[src/rtl/core/bds_pkg.sv]
package bds_pkg;

  localparam int NUM_LANES    = 4;
  localparam int LANE_W       = 8;
  localparam int SUM_W        = LANE_W + 1;
  localparam int ENTRY_W      = NUM_LANES * SUM_W;
  localparam int MAX_WIDTH    = 1024;
  localparam int HEIGHT_LIMIT = 4096;
  localparam int LINE_DEPTH   = MAX_WIDTH / 2;
  localparam int SLOT_W       = $clog2(LINE_DEPTH);
  localparam int COL_W        = $clog2(MAX_WIDTH);
  localparam int ROW_W        = $clog2(HEIGHT_LIMIT);
  localparam int WIDTH_W      = COL_W + 1;
  localparam int HEIGHT_W     = ROW_W + 1;
  localparam int CFG_IDX_W    = 2;
  localparam int CFG_DATA_W   = HEIGHT_W;

  localparam logic [CFG_IDX_W-1:0] REG_SOURCE_WIDTH     = 2'd0;
  localparam logic [CFG_IDX_W-1:0] REG_SOURCE_HEIGHT    = 2'd1;
  localparam logic [CFG_IDX_W-1:0] REG_FOUR_BYTE_PIXELS = 2'd2;

  typedef logic [LANE_W-1:0] px_byte_t;

  // Stage-one control handed to the output merge
  typedef struct packed {
    logic vld;
    logic last;
  } s1_ctl_t;

endpackage

[src/rtl/core/bds_merge.sv]
module bds_merge
  import bds_pkg::*;
(
  input  logic     clk,
  input  logic     rst_n,
  input  s1_ctl_t  s1_ctl,
  input  logic     four_byte,
  input  px_byte_t lane_avg [NUM_LANES],
  output logic     s1_go,
  input  logic     out_ready,
  output logic     out_valid,
  output px_byte_t out_avg_byte0,
  output px_byte_t out_avg_byte1,
  output px_byte_t out_avg_byte2,
  output px_byte_t out_avg_byte3,
  output logic     out_last_pixel
);

  logic     out_valid_r;
  logic     out_valid_nxt;
  px_byte_t avg_r [NUM_LANES];
  logic     last_r;

  assign s1_go         = s1_ctl.vld && (!out_valid_r || out_ready);
  assign out_valid_nxt = s1_go ? 1'b1 : (out_ready ? 1'b0 : out_valid_r);

  always_ff @(posedge clk) begin
    if (!rst_n) begin
      out_valid_r <= 1'b0;
    end else begin
      out_valid_r <= out_valid_nxt;
    end
  end

  always_ff @(posedge clk) begin
    if (s1_go) begin
      avg_r[0] <= lane_avg[0];
      avg_r[1] <= lane_avg[1];
      avg_r[2] <= lane_avg[2];
      avg_r[3] <= four_byte ? lane_avg[3] : '0;
      last_r   <= s1_ctl.last;
    end
  end

  assign out_valid      = out_valid_r;
  assign out_avg_byte0  = avg_r[0];
  assign out_avg_byte1  = avg_r[1];
  assign out_avg_byte2  = avg_r[2];
  assign out_avg_byte3  = avg_r[3];
  assign out_last_pixel = last_r;

endmodule

[config.mk]
export PLATFORM = sky130hd
export DESIGN_NAME = bds_merge
export DESIGN_NICKNAME = d
export VERILOG_FILES = /design/src/rtl/core/bds_pkg.sv /design/src/rtl/core/bds_merge.sv
export SDC_FILE = /design/constraint.sdc
export NUM_CORES = 1
export LEC_CHECK = 0
export BUFFER_PORTS_ARGS = -buffer_cell sky130_fd_sc_hd__clkbuf_2
export CORE_MARGIN = 5
export CORE_UTILIZATION = 43
export CTS_CLUSTER_DIAMETER = 100
export CTS_CLUSTER_SIZE = 20
export DETAILED_ROUTE_END_ITERATION = 12
export GPL_ROUTABILITY_DRIVEN = 0
export GPL_TIMING_DRIVEN = 0
export MAX_ROUTING_LAYER = met4
export PLACE_DENSITY = 0.94
export SLEW_MARGIN = 20
export SYNTH_ARGS = -nofsm -noshare
export SYNTH_HDL_FRONTEND = slang
export SYNTH_SLANG_ARGS = --single-unit
[constraint.sdc]
create_clock -name clk -period 6.85 [get_ports clk]
set_input_delay 0.3425 -clock clk [delete_from_list [all_inputs] [get_ports clk]]
set_output_delay 0.3425 -clock clk [all_outputs]
set_load 0.05 [all_outputs]
# After elaboration in Yosys (flattened, before gate mapping)
# Memories as Yosys holds them, arrays and structs flattened.
# Cells that the tools add are included.
# Widths: inputs -> output; s select.
# word_totals
reg_bits,2
mem_bits_rw,32
input_bits,38
out_inout_bits,35
word_cells,12
mem_count,1
# memory_table
memory,words,word_bits,read_ports,rd_clocked_by_memory_dff,write_ports,line_no,text
avg_r,4,8,4,0,4,bds_merge.sv:21,px_byte_t avg_r [NUM_LANES];
# classes
mux,5
reduce_logical,4
# ops
cell,n
$mux 8,1
$mux 1,4
$reduce_bool 2->1,1
$logic_and 1x1->1,1
$logic_not 1->1,1
$logic_or 1x1->1,1

# Longest topological paths before layout
# Gate-level depths: netlist of the first run.
# depth
depth_word,5
mapped_depth,2
ltp_nobuf,2

# Worst setup path after synthesis of the first run
# OpenSTA, ideal clock, no wires.
# synth_timing
path_kind,reg2reg
startpoint,register out_valid_r (netlist: out_valid)
endpoint,"memory avg_r[0][0] in the netlist's numbering, enable pin"
t_arrival_ns,2.787
required_time_ns,6.392
slack_ns,3.605
stages_incl_launch_ff,3
period_less_slack_ns,3.245
cell_sequence,dfxtp_1 -> nor2b_4 -> nor2b_1
# synth_lines
item,line_no,text
"start, declared",bds_merge.sv:19,logic out_valid_r;
"start signal, assigned",bds_merge.sv:31,out_valid_r <= out_valid_nxt;
"end, declared",bds_merge.sv:21,

# Worst setup path in the final report of the first run
# layout_timing
startpoint,register out_valid_r (netlist: out_valid)
endpoint,output port s1_go
# layout_via
elab_chain_cells,3
# layout_lines
item,line_no,text
$logic_not 1->1,bds_merge.sv:24,assign s1_go = s1_ctl.vld && (!out_valid_r || out_ready);
$logic_or 1x1->1,bds_merge.sv:24,
$logic_and 1x1->1,bds_merge.sv:24,
"end, declared",bds_merge.sv:9,"output logic s1_go,"
# Every way passes these cells.

==> results of run 1 <==
-- cells by family after synthesis --
kind of cell	Yosys count	share of synthesized area, %
flip-flops	34	92.9
AO/OA/AOI/OAI	1	0.690
AND/OR/NAND/NOR	10	6.44
-- flip-flops by register name (all words and copies together), names as in the netlist --
name            count
avg_r              32
out_last_pixel      1
out_valid           1
-- metrics by stage --
step	power [mW]	area, um^2	std cells	util [%]	hold slack, ns
floorplan	0.302	1090	45	-	0.441
global route	0.441	1560	156	63.7	0.148
finish	0.420	1560	156	63.7	0.186
detailed placement	0.328	1510	148	61.7	0.521
global placement	0.324	1490	147	60.6	0.519
CTS	0.426	1560	156	63.7	0.171
-- worst register-to-register path, stage by stage, from the launching register on --
cell and delay [ns]:
dfxtp_1 0.33, nor2b_4 0.13, nor2b_4 0.18, buf_12 0.22
-- final cells by class --
type	count	share of cell area, %
sequential	34	64.6
timing repair buffer	73	24.3
multi-input combinational	11	5.44
clock buffer	6	2.64
tap	30	2.40
clock inverter	2	0.560
-- synthesized netlist by cell type --
master,n
o21a_1,1
nor2b_4,1
nor2b_1,1
and2_1,8
dfxtp_1,1
edfxtp_1,33
-- layer usage --
layer	routed length, um	global-route usage [%]	up-vias
met4	58	9.49	0
met2	1150	21.9	50
met1	722	14.9	307
met3	282	5.62	8
met5	0	-	-
li1	-	-	333
-- power by group through the flow --
stage / Clock [mW] / Sequential (mW) / Combinational, mW
after floorplan: 0 / 0.294 / 0.00756
after global placement: 0 / 0.251 / 0.0729
after detailed placement: 0 / 0.251 / 0.0766
after CTS: 0.103 / 0.246 / 0.0768
after global routing: 0.115 / 0.247 / 0.0793
final: 0.0986 / 0.246 / 0.0760
-- path summary, 6_finish.rpt --
kind / endpoint / slack [ns] / cells after the start
max: s1_go / 5.01 / 4
min: avg_r[0][7] / 0.19 / 1
max reg2reg: avg_r[2][6] / 5.68 / 3
min reg2reg: out_valid / 0.65 / 2
==> impl_metrics.ini, run 1 <==
[timing]
fmax_ghz = 0.543
tightest_slew_ns = 0.301
slew_violations = 0
grt_setup_unrepaired = no
fin_setup_tns_ns = 0
setup_violations = 0
slew_headroom_pct = 80.0
fin_skew_ns = 0.00802
min_period_ns = 1.84
hold_viol = 0
finalWorstSetupSlack_ns = 5.01
final.period_utilization_pct = 26.9

[layout]
layout_common_cells = clkbuf_2, edfxtp_1, and2_1
register_area_um2 = 1010
fill_cells = 188
multi_input_area_um2 = 85.1
final_common_cell = clkbuf_2
area_delta_synth_final_pct = 43.7
drive_gt1_share_pct = 64.3
nets = 163
antennaDiodeCount = 0

[grt]
grt_overflow_total = 0
grt_pass1_vias = 745
grt_pass1_wl_um = 3300
grt_use_total_pct = 14.2
antenna_found_initial = 0
grt_max_degree = 32

[logic_synthesis]
synth_cell_types = 6
syn_inst = 45
synth.avg_cell_area_um2 = 24.2
synth.top_cell.area_share_pct = 91.0
synthTopCellsByArea = edfxtp_1, and2_1, dfxtp_1, nor2b_4, o21a_1
synth_seq_cells = 34
synth_top_cell_by_area = edfxtp_1
syn-num-nets = 83
ys_warn_count = 0
syn_area_um2 = 1090
synth-seq-area-share_pct = 92.9

[drt]
wl_um = 2210
dr.first_iter.drc_count = 3
drc = 0
firstDrtPassIters = 3
antenna_left = 0
vias_per_cell = 4.47
vias = 698
wl_per_cell_um = 14.2

[setup_path]
cp_cell_sequence = nor2b_4, nor2b_4, buf_12, clkbuf_2
r2r_start = out_valid
crit_type = reg2out
crit_family = buffers and inverters
critical_path_arrival_ns = 1.50
critPathLaunchType = flop
cp_slowest_cell = dfxtp_1
path_max_fanout = 31
worst-path-buf-inv = 2
crit_start = out_valid
crit_required_ns = 6.51
max_stage_delay_ns = 0.33
cp-end-kind = primary output
crit_top_cell = nor2b_4

[worst_hold_path]
hold_class = in2reg
hp-start = lane_avg[31]

[power_and_ir_drop]
p_leak_nw = 0.706
p_switching_mw = 0.120
vdd_drop_max_mv = 0.205
p_int_mw = 0.300
pwr-share-clk_pct = 23.5
pwr-share-seq_pct = 58.5
power_frac_comb_pct = 18.1
power_density_nw_per_um2 = 269
swShare_pct = 28.7

[die]
die_height_um = 60.3
core_area_um2 = 2450
ioPinCount = 73
row_count = 18
initial_core_util_pct = 44.3
die-area_um2 = 3640
fp.dieW_um = 60.3

[clock_network]
cts.sinks = 34
cts_made_buffers = 5
tritoncts = yes
post_cts_buffers = 0
cts-htree-levels = 2
hold_buffers = 0
path_clk_slew_ns = 0.10
clock-root-buffer = clkbuf_4
clk_path_buf_depth = 2
worstSkewPairLatency_ns = 0.32
cts_resized = 0

[place]
port_buffers = 72
post-place-ws_ns = 5.30

[flow_run]
cap_violations = 0

[run_status]
status = complete, no violations
(Power assumes the default switching activity.)
==> run 2: changes to the inputs <==
--- a/config.mk
+++ b/config.mk
@@ -7,14 +7,14 @@
 export LEC_CHECK = 0
 export BUFFER_PORTS_ARGS = -buffer_cell sky130_fd_sc_hd__clkbuf_2
 export CORE_MARGIN = 5
-export CORE_UTILIZATION = 43
+export CORE_UTILIZATION = 36
 export CTS_CLUSTER_DIAMETER = 100
 export CTS_CLUSTER_SIZE = 20
 export DETAILED_ROUTE_END_ITERATION = 12
 export GPL_ROUTABILITY_DRIVEN = 0
 export GPL_TIMING_DRIVEN = 0
 export MAX_ROUTING_LAYER = met4
-export PLACE_DENSITY = 0.94
+export PLACE_DENSITY = 0.85
 export SLEW_MARGIN = 20
 export SYNTH_ARGS = -nofsm -noshare
 export SYNTH_HDL_FRONTEND = slang
==> constraint.sdc (replaced) <==
create_clock -name clk -period 1.5 [get_ports clk]
set_input_delay 0.075 -clock clk [delete_from_list [all_inputs] [get_ports clk]]
set_output_delay 0.075 -clock clk [all_outputs]
set_load 0.05 [all_outputs]
==> impl_metrics.ini, run 2 (synthesis results as in run 1) <==
[setup_path]
reg2reg_to = avg_r[0][4]
critPathLaunchType = flop
worstSetupEndpoint = s1_go
max_stage_delay_ns = 0.35
crit_family = flip-flops
crit_top_cell = nor2b_4
crit_required_ns = 1.42
path_max_fanout = 3
crit_cells = 3
r2r_slack_ns = 0.24
worstRegToRegCells = 2
cp_slowest_cell = dfxtp_4
crit_start = out_valid
cp-end-kind = primary output
critical_path_arrival_ns = 1.23
worst-path-buf-inv = 1
cp_cell_sequence = nor2b_4, nor2b_4, clkbuf_2
crit_type = reg2out
r2r_start = out_valid

[grt]
grt_pass1_vias = 868
antenna_found_initial = 0
grt_use_total_pct = 13.8
grt_overflow_total = 0
grt_max_degree = 18
grt_pass1_wl_um = 4020

[die]
core_area_um2 = 2980
die-area_um2 = 4220
initial_core_util_pct = 36.6
die_height_um = 65.0
row_count = 20
ioPinCount = 73
fp.dieW_um = 65.0

[timing]
fin_setup_tns_ns = 0
hold_viol = 0
finalWorstSetupSlack_ns = 0.198
slew_headroom_pct = 68.1
setup_violations = 0
fmax_ghz = 0.768
slew_violations = 0
whs_ns = 0.00944
min_period_ns = 1.30
fin_skew_ns = 0.0123
tightest_slew_ns = 0.478
grt_setup_unrepaired = no
final.period_utilization_pct = 86.8

[drt]
drc = 0
vias = 797
firstDrtPassIters = 4
wl_um = 2560
vias_per_cell = 4.28
dr.first_iter.drc_count = 13
antenna_left = 0
wl_per_cell_um = 13.7

[clock_network]
clk_path_buf_depth = 2
path_clk_slew_ns = 0.10
worstSkewPairLatency_ns = 0.34
cts-htree-levels = 2
tritoncts = yes
cts.sinks = 34
clock-root-buffer = clkbuf_4
cts_made_buffers = 5

[layout]
final_area_um2 = 1830
area_delta_synth_final_pct = 68.4
largest_register_ffs = 32
antennaDiodeCount = 0
nets = 190
final_common_cell = clkbuf_2
max_flop_register = avg_r
drive_gt1_share_pct = 54.2
layout_common_cells = clkbuf_2, edfxtp_1, dlygate4sd3_1

[place]
placed_area_um2 = 1500
port_buffers = 72
post-place-ws_ns = -0.164

[worst_hold_path]
hp-start = lane_avg[6]
hold_class = in2reg

[power_and_ir_drop]
p_leak_nw = 0.819
vdd_drop_max_mv = 0.647
power_density_nw_per_um2 = 1090

[run_status]
status = complete, no violations

[flow_run]
cap_violations = 0
==> run 2: cell types whose count changed in the layout (fill, tap and decap cells not counted), sizes merged <==
| cell | previous run | this run |
|---|---|---|
| nor2b | 2 | 3 |
| dlygate4sd3 | 0 | 26 |
==> run 2: metrics by stage <==
step / power, mW / util (%) / cells
after floorplan: 1.38 / - / 45
after global placement: 1.48 / 50.4 / 150
after detailed placement: 1.49 / 50.4 / 150
after CTS: 2.01 / 61.6 / 186
after global routing: 2.09 / 61.6 / 186
final: 1.99 / 61.6 / 186
==> run 2: what timing repair did <==
item                                    CTS  global route
endpoints found under the hold margin    26             0
gates resized for setup                   1             0
endpoints found under the setup margin   34             0
buffers inserted                          1             0
hold buffers                             26             0
==> run 2: how the worst min path moves through the flow <==
stage | to | slack, ns | cells after the start
after floorplan | avg_r[0][0] | 0.17 | 0
after global placement | avg_r[2][4] | 0.25 | 1
after detailed placement | avg_r[0][5] | 0.25 | 1
after CTS | avg_r[3][6] | 0.009 | 2
after global routing | out_valid | 0.005 | 2
final | avg_r[3][6] | 0.009 | 2
==> run 2: layer usage <==
metal	track usage [%]	part of all wire, %
met1	14.5	37
met2	23.0	53
met5	-	0
met4	4.75	1.2
met3	6.24	9.0
==> run 2: cell type report <==
class                      count  area, um^2
fill                         248        1140
sequential                    34        1010
clock inverter                 2        8.76
tap                           33        41.3
clock buffer                   6        41.3
timing repair buffer          99         628
multi-input combinational     12        98.8
==> run 2: worst register-to-register path, stage by stage, from the launching register on <==
cell     delay (ns)
dfxtp_4        0.35
nor2b_4        0.15
nor2b_4        0.41
==> run 2: power by group <==
part           internal [mW]  switching (mW)
sequential              1.11          0.0147
combinational          0.128           0.274
clock                  0.176           0.291
