`config.mk`:
```
export PLATFORM = sky130hd
export DESIGN_NAME = bds_lane
export DESIGN_NICKNAME = d
export VERILOG_FILES = /design/src/rtl/core/bds_pkg.sv /design/src/rtl/core/bds_lane.sv
export SDC_FILE = /design/constraint.sdc
export NUM_CORES = 1
export LEC_CHECK = 0
export ABC_AREA = 1
export CAP_MARGIN = 0
export CORE_MARGIN = 4
export CORE_UTILIZATION = 40
export CTS_CLUSTER_DIAMETER = 60
export DETAILED_ROUTE_END_ITERATION = 12
export DONT_BUFFER_PORTS = 1
export GPL_ROUTABILITY_DRIVEN = 1
export PLACE_DENSITY = 0.64
export SLEW_MARGIN = 20
export SYNTH_ARGS = -nofsm -noshare
export SYNTH_HDL_FRONTEND = slang
export SYNTH_SLANG_ARGS = --single-unit
```
`constraint.sdc`:
```
create_clock -name clk -period 1.35 [get_ports clk]
set_input_delay 0.135 -clock clk [delete_from_list [all_inputs] [get_ports clk]]
set_output_delay 0.135 -clock clk [all_outputs]
set_load 0.01 [all_outputs]
```
`src/rtl/core/bds_pkg.sv`:
```
package bds_pkg;

  localparam int NUM_LANES    = 4;
  localparam int LANE_W       = 8;
  localparam int SUM_W        = LANE_W + 1;
  localparam int ENTRY_W      = NUM_LANES * SUM_W;
  localparam int MAX_WIDTH    = 1024;
  localparam int HEIGHT_LIMIT = 4096;
  localparam int LINE_DEPTH   = MAX_WIDTH / 2;
  localparam int SLOT_W       = $clog2(LINE_DEPTH);
  localparam int COL_W        = $clog2(MAX_WIDTH);
  localparam int ROW_W        = $clog2(HEIGHT_LIMIT);
  localparam int WIDTH_W      = COL_W + 1;
  localparam int HEIGHT_W     = ROW_W + 1;
  localparam int CFG_IDX_W    = 2;
  localparam int CFG_DATA_W   = HEIGHT_W;

  localparam logic [CFG_IDX_W-1:0] REG_SOURCE_WIDTH     = 2'd0;
  localparam logic [CFG_IDX_W-1:0] REG_SOURCE_HEIGHT    = 2'd1;
  localparam logic [CFG_IDX_W-1:0] REG_FOUR_BYTE_PIXELS = 2'd2;

  typedef logic [LANE_W-1:0] px_byte_t;

  // Stage-one control handed to the output merge
  typedef struct packed {
    logic vld;
    logic last;
  } s1_ctl_t;

endpackage

```
`src/rtl/core/bds_lane.sv`:
```
module bds_lane
  import bds_pkg::*;
(
  input  logic             clk,
  input  px_byte_t         first_byte,
  input  px_byte_t         cur_byte,
  input  logic             load,
  input  logic [SUM_W-1:0] stored_sum,
  output logic [SUM_W-1:0] pair_sum,
  output px_byte_t         avg_byte
);

  logic [SUM_W-1:0] pair_r;
  logic [SUM_W:0]   quad_sum;

  assign pair_sum = {1'b0, first_byte} + {1'b0, cur_byte};

  // hold the pair sum of the odd row until the stored one arrives
  always_ff @(posedge clk) begin
    if (load) begin
      pair_r <= pair_sum;
    end
  end

  assign quad_sum = {1'b0, stored_sum} + {1'b0, pair_r};
  assign avg_byte = quad_sum[SUM_W:2];

endmodule

```
* Yosys cells after proc, flatten, opt, wreduce, memory -nomap -nowiden
Cells that the tools add are included.
** Storage, ports and cells
- Logic and storage cells :: 3
- Flip-flop bits (word level) :: 9
- Input port bits :: 27
- Output and inout bits :: 17
** Cells by class
- Add/sub/neg operators :: 2
** Operators with widths (number)
- 9-bit by 9-bit adder with 10-bit output :: 1
- 8-bit by 8-bit adder with 9-bit output :: 1

* Depth between registers and ports, before layout
Gate-level depths: netlist of the first run.
- Depth in word-level cells :: 1
- Mapped depth :: 9

* Least setup slack after synthesis of the first run
No wires, ideal clock.
- Path type :: input to register
- Start :: input port first_byte[0]
- End :: register pair_r[8], data pin
- Arrival :: 1.171 ns
- Slack :: -0.100 ns
- Path buffers :: 0
- Library setup time :: 0.279 ns
- Cell stages on the path :: 8
- Path through :: ha_1 fa_1 nand3_1 nand2_1 nand3_1 nand2_1 nand2_1 nand2_1
** On the way
- Word-level cells in the longest chain between the ends :: 1
** RTL lines
- start: declaration :: RTL line bds_lane.sv:5 : input px_byte_t first_byte,
- 8-bit by 8-bit adder with 9-bit output :: RTL line bds_lane.sv:16 : assign pair_sum = {1'b0, first_byte} + {1'b0, cur_byte};
- net pair_sum[8] :: RTL line bds_lane.sv:9 : output logic [SUM_W-1:0] pair_sum,
- end signal: assignment :: RTL line bds_lane.sv:21 : pair_r <= pair_sum;
- end: declaration :: RTL line bds_lane.sv:13 : logic [SUM_W-1:0] pair_r;
The timed path passes the listed nets, and every way through them passes these cells.
A chain may end at the register's enable or synchronous reset.

* Worst setup path in the final report of the first run
- Start :: register pair_r[5]
- End :: output port avg_byte[5]
** On the way
- Word-level cells in the longest chain between the ends :: 1
** RTL lines
- 9-bit by 9-bit adder with 10-bit output :: RTL line bds_lane.sv:25 : assign quad_sum = {1'b0, stored_sum} + {1'b0, pair_r};
- end: declaration :: RTL line bds_lane.sv:10 : output px_byte_t avg_byte
Every way passes these cells.

==> results.yml, run 1 <==
route:
  avgViaCountPerCell: 5.03
  wl_mm: 2.40
  drt_iter0_markers: 27
  ant_nets: 0
  drtPass1Iterations: 4
  wire_per_inst_um: 13.1
  route.vias.total: 921
  drc_errors: 0
finish:
  drive_above_1_share_pct: 42.6
  final_cells: 183
  regMostFlops: "pair_r"
  most-common-layout-cells: "nand2_1 (25), inv_1 (20), nand2_2 (17), buf_4 (16), edfxtp_1 (9)"
  antenna_cells: 0
  seqCellArea_um2: 270
  nets: 200
  largest_reg_flops: 9
  fill_cells: 195
  largestRegisters: "pair_r (9)"
  layout_commonest_cell: "nand2_1"
  final_core_util_pct: 63.8
  multi_input_area_um2: 866
  area_growth_pct: 48.4
timing:
  fin_ws_ns: -0.328
  finalHoldViolCount: 0
  worst_pin_slew_ns: 0.364
  whs_ns: 0.119
  setup_viol: 8
  drv_slew: 0
  grt_setup_unrepaired: "true"
  max_freq_mhz: 596
  min_period_over_period_pct: 124
  tns_ns: -2.21
  max_slew_margin_pct: 75.6
  layout_min_cycle_time_ns: 1.68
synth:
  synth_xor_area_share_pct: 5.43
  yosysTopAreaCell: "edfxtp_1"
  synth.avg_cell_area_um2: 7.34
  synth_area_leaders: "edfxtp_1 (28%), ha_1 (21%), nand2_1 (17%), inv_1 (8.1%), nand3_1 (5.7%)"
  synth.yosys.seq_area_share_pct: 27.9
  synth_cell_types: 16
  synth_compound_area_share_pct: 8.91
  synthMuxAreaShare_pct: 0
  netlist_area_um2: 968
  synth-simple-area-share_pct: 26.9
  ys.warnings.count: 0
  syn-num-nets: 176
  synthesis.instances: 132
  synth_fa_ha_area_share_pct: 22.7
  synth_top_family_by_area: "simple AND/OR/NAND/NOR gates"
  synth_seq_cells: 9
  synth_top_area_share_pct: 27.9
worst_setup_path:
  path_common_cell: "nand2_1"
  critical_path.max_stage_delay_ns: 0.41
  start_kind: "flop"
  cp_max_fo: 4
  worstSetupPathType: "flop to output pin"
  crit_family: "simple AND/OR/NAND/NOR gates"
  crit_buf_inv: 0
  cp_slowest_cell: "edfxtp_1"
  worstSetupStartpoint: "pair_r[5]$_DFFE_PP_"
  crit_end: "avg_byte[5]"
  cp.depth: 7
  endpoint_kind: "output pin"
  crit_chain: "ha_4 > nand2_1 > nor2_1 > nand2_4 > nand2_1 > nand2_1 > nand2_2"
  crit_arrival_ns: 1.54
  crit_required_ns: 1.22
floorplanning:
  die_h_um: 57.2
  die-area_um2: 3270
  io_pins: 44
  initial_utilization_pct: 43.0
  core-area_um2: 2250
  num_rows: 17
  die_w_um: 57.2
job:
  drv_cap: 0
cts:
  path_clk_slew_ns: 0.05
  cts.sinks: 9
  clockBufferDepth: 2
  clockRootBuffer: "clkbuf_4"
  htree_levels: 1
  cts_buffers: 3
  cts_tree: "built"
outcome:
  outcome: "finished with violations"
  violations: "negative setup slack"
global_route:
  grt_max_degree: 10
  grtUsageTotal_pct: 14.4
  antenna_found_initial: 0
  grt_pass1_vias: 990
  grt_pass1_wl_mm: 3.77
  grt_overflow_total: 0
place:
  gp_congestion: 0.738
  dp_hpwl_mm: 1.75
  dp.cells: 177
  dp_slack_ns: -0.0728
  place.port_buffers: 0
worst_hold_path:
  hold_path.class: "primary input to flop"
power:
  ir_worst_vdd_v: 0.000531
  p_leak_nw: 0.708
  power_density_nw_per_um2: 1000
[report_power, final]
group | internal [mW] | switching, mW | leakage, nW | total (mW)
Clock | 0.113 | 0.0811 | 0.0150 | 0.194
Sequential | 0.360 | 0.0208 | 0.0879 | 0.381
Combinational | 0.389 | 0.474 | 0.606 | 0.863
[stage by stage]
stage          cell area [um^2]  power, mW
2_1_floorplan               986      0.824
5_1_grt                    1440       1.56
4_1_cts                    1310       1.34
3_3_place_gp               1160       1.02
3_5_place_dp               1160       1.04
6_report                   1440       1.44
[routing by layer]
| metal | global-route usage [%] | vias to the layer above | routed length (um) |
|---|---|---|---|
| li1 | - | 474 | - |
| met1 | 14.5 | 398 | 943 |
| met2 | 27.7 | 39 | 1260 |
| met3 | 0.452 | 10 | 98 |
| met4 | 10.3 | 0 | 100 |
| met5 | 0 | - | 0 |
[worst min-delay path by stage]
stage                        startpoint                  end  slack, ns  depth (start not counted)
after floorplan                    load  pair_r[0]$_DFFE_PP_       0.25                          0
after global placement             load  pair_r[0]$_DFFE_PP_       0.25                          0
after detailed placement           load  pair_r[0]$_DFFE_PP_       0.25                          0
after CTS                   cur_byte[0]  pair_r[0]$_DFFE_PP_       0.15                          1
after global routing      first_byte[0]  pair_r[0]$_DFFE_PP_       0.11                          1
final                     first_byte[0]  pair_r[0]$_DFFE_PP_       0.12                          1
[cells in the mapped netlist (all sizes together)]
cell type and number:
nand2 47, inv 21, ha 16, nand3 11
a21oi 9, edfxtp 9, xor2 6, nor2 5
o21ai 3, a21boi 1, a21o 1, fa 1
nor3 1, o21bai 1
[kinds of logic (layout without fill, tap and decap cells)]
| logic type | count (synthesis) | in the layout |
|---|---|---|
| AND/OR/NAND/NOR | 64 | 64 |
| AO/OA/AOI/OAI | 15 | 15 |
| adder cells (fa/ha/maj) | 17 | 17 |
| XOR/XNOR | 6 | 6 |
| buffers and inverters | 21 | 44 |
| flip-flops | 9 | 9 |
[repair_timing]
item | 4_1_cts | 5_1_grt
pin swaps | 4 | 14
hold buffers | 1 | 0
endpoints found under the setup margin | 11 | 13
buffers inserted | 0 | 1
endpoints found under the hold margin | 9 | 0
gates resized for setup | 20 | 24
[cell type report]
type / count / area share (%)
timing repair buffer: 19 / 11.2
multi-input combinational: 102 / 60.2
inverter: 21 / 5.48
tap: 28 / 2.44
sequential: 9 / 18.8
clock buffer: 4 / 1.83
(Power assumes the default switching activity.)
==> run 2: changes to the inputs <==
- GPL_TIMING_DRIVEN: not set -> 0
- REMOVE_ABC_BUFFERS: not set -> 1
- SKIP_LAST_GASP: not set -> 1
==> run 2 against run 1 <==
  * Cell area is 13% lower
  * Sequential cell count is the same
  * Worst hold slack better by 0.056 ns
  * Worst setup slack worse by 0.014 ns
  * Critical path depth increased by 2
  * Maximum frequency down 0.82%
  * Critical path type unchanged
  * Total power shrank 9.4%
  * The flow still finishes with violations (negative setup slack)
  * Sequential share of layout area is 2.7 points higher
  * Global-route usage down 0.92 points
  * Largest cell class unchanged
==> results.yml, run 2 (synthesis gave the netlist of run 1 again) <==
outcome:
  outcome: "finished with violations"
  violations: "negative setup slack"
power:
  p_leak_nw: 0.624
  finalPower_mw: 1.30
  intPower_mw: 0.755
  power_frac_clock_pct: 14.9
  comb_power_share_pct: 55.6
  switching_share_pct: 42.1
  power_frac_seq_pct: 29.5
  ir_worst_vdd_v: 0.000592
  power_density_nw_per_um2: 1040
  switchingPower_mw: 0.548
worst_setup_path:
  crit_arrival_ns: 1.56
  start_kind: "flop"
  critical_path.max_stage_delay_ns: 0.44
  crit_required_ns: 1.22
  path_common_cell: "nand2_2"
  endpoint_kind: "output pin"
  crit_chain: "ha_4 > nand2_2 > nand2_2 > inv_4 > nor2_2 > nor2_1 > nand2_1 > nand2_1 > nand2_2"
  cp_max_fo: 4
  cp_slowest_cell: "edfxtp_1"
  worstSetupPathType: "flop to output pin"
timing:
  max_slew_margin_pct: 75.0
  fin_ws_ns: -0.342
  setup_viol: 8
  max_freq_mhz: 591
  drv_slew: 0
  finalHoldViolCount: 0
  min_period_over_period_pct: 125
  layout_min_cycle_time_ns: 1.69
  grt_setup_unrepaired: "true"
  worst_pin_slew_ns: 0.374
  whs_ns: 0.175
cts:
  clockRootBuffer: "clkbuf_4"
  clockBufferDepth: 2
  path_clk_slew_ns: 0.05
  cts_tree: "built"
  htree_levels: 1
  cts_buffers: 3
  cts.sinks: 9
finish:
  fill_cells: 210
  multi_input_area_um2: 796
  area_growth_pct: 29.7
  nets: 187
  largest_reg_flops: 9
  seqCellArea_um2: 270
  most-common-layout-cells: "nand2_1 (24), inv_1 (20), nand2_2 (19), ha_1 (10), edfxtp_1 (9)"
  drive_above_1_share_pct: 33.8
  layout_commonest_cell: "nand2_1"
  largestRegisters: "pair_r (9)"
  antenna_cells: 0
  regMostFlops: "pair_r"
place:
  gp_congestion: 0.706
  place.port_buffers: 0
  dp_hpwl_mm: 1.63
global_route:
  grt_overflow_total: 0
  grt_pass1_vias: 884
  grtUsageTotal_pct: 13.4
  grt_pass1_wl_mm: 3.45
  grt_max_degree: 10
  antenna_found_initial: 0
route:
  route.vias.total: 897
  drt_iter0_markers: 42
  drtPass1Iterations: 4
  wire_per_inst_um: 13.5
  wl_mm: 2.30
  drc_errors: 0
  avgViaCountPerCell: 5.28
  ant_nets: 0
floorplanning:
  io_pins: 44
  die_w_um: 57.2
  die-area_um2: 3270
  num_rows: 17
  die_h_um: 57.2
  core-area_um2: 2250
  initial_utilization_pct: 43.0
job:
  drv_cap: 0
worst_hold_path:
  hold_path.class: "primary input to flop"
-- run 2: cell types whose count changed in the layout (fill, tap and decap cells not counted), moves of 2 or more --
cell	delta
ha_1	+3
ha_4	-3
nand3_2	-2
buf_4	-11
nand2_2	+2
nand3_1	+2
-- run 2: power groups by stage --
stage,sequential (mW),combinational (mW),clock [mW]
floorplan,0.372,0.442,0
CTS,0.380,0.620,0.202
global route,0.388,0.804,0.230
global placement,0.376,0.511,0
finish,0.384,0.724,0.194
detailed placement,0.377,0.522,0
-- run 2: path summary, 6_finish.rpt --
path                             from                   to  slack [ns]  cells after the start
hold / removal            cur_byte[0]  pair_r[0]$_DFFE_PP_        0.18                      1
setup / recovery  pair_r[4]$_DFFE_PP_          avg_byte[5]       -0.34                      9
-- run 2: routing by layer --
layer	GRT usage (%)	vias to the layer above	part of all wire [%]
li1	-	453	-
met1	13.4	405	36
met2	25.4	32	56
met3	1.36	7	4.6
met4	9.60	0	2.6
met5	0	-	0
-- run 2: layout make-up --
| cell class | count | area share (%) |
|---|---|---|
| Multi-Input combinational cell | 102 | 63.3 |
| Sequential cell | 9 | 21.5 |
| Inverter | 21 | 6.47 |
| Timing Repair Buffer | 6 | 3.78 |
| Tap cell | 28 | 2.79 |
| Clock buffer | 4 | 2.09 |
-- run 2: through the flow --
stage / cell area, um^2 / worst slack [ns] / cells / util (%) / TNS, ns
floorplan: 968 / -0.0997 / 132 / - / -0.199
global placement: 1000 / -0.204 / 160 / 44.5 / -0.883
detailed placement: 1000 / -0.213 / 160 / 44.5 / -1.11
CTS: 1150 / -0.304 / 167 / 51.2 / -2.20
global route: 1260 / -0.438 / 170 / 55.7 / -3.10
finish: 1260 / -0.342 / 170 / 55.7 / -2.27
-- run 2: what timing repair did --
action	in CTS	in global routing
hold endpoints to repair	9	0
buffers inserted	2	3
setup endpoints to repair	11	12
hold buffers	1	0
pin swaps	4	17
resized for setup	20	22
-- run 2: critical path: cells and delay by family, from the launching register on --
family                     cells  cell delay, ns
and+or+nand+nor                7            0.50
adders and majority gates      1            0.29
DFF                            1            0.44
buffers and inverters          1            0.06
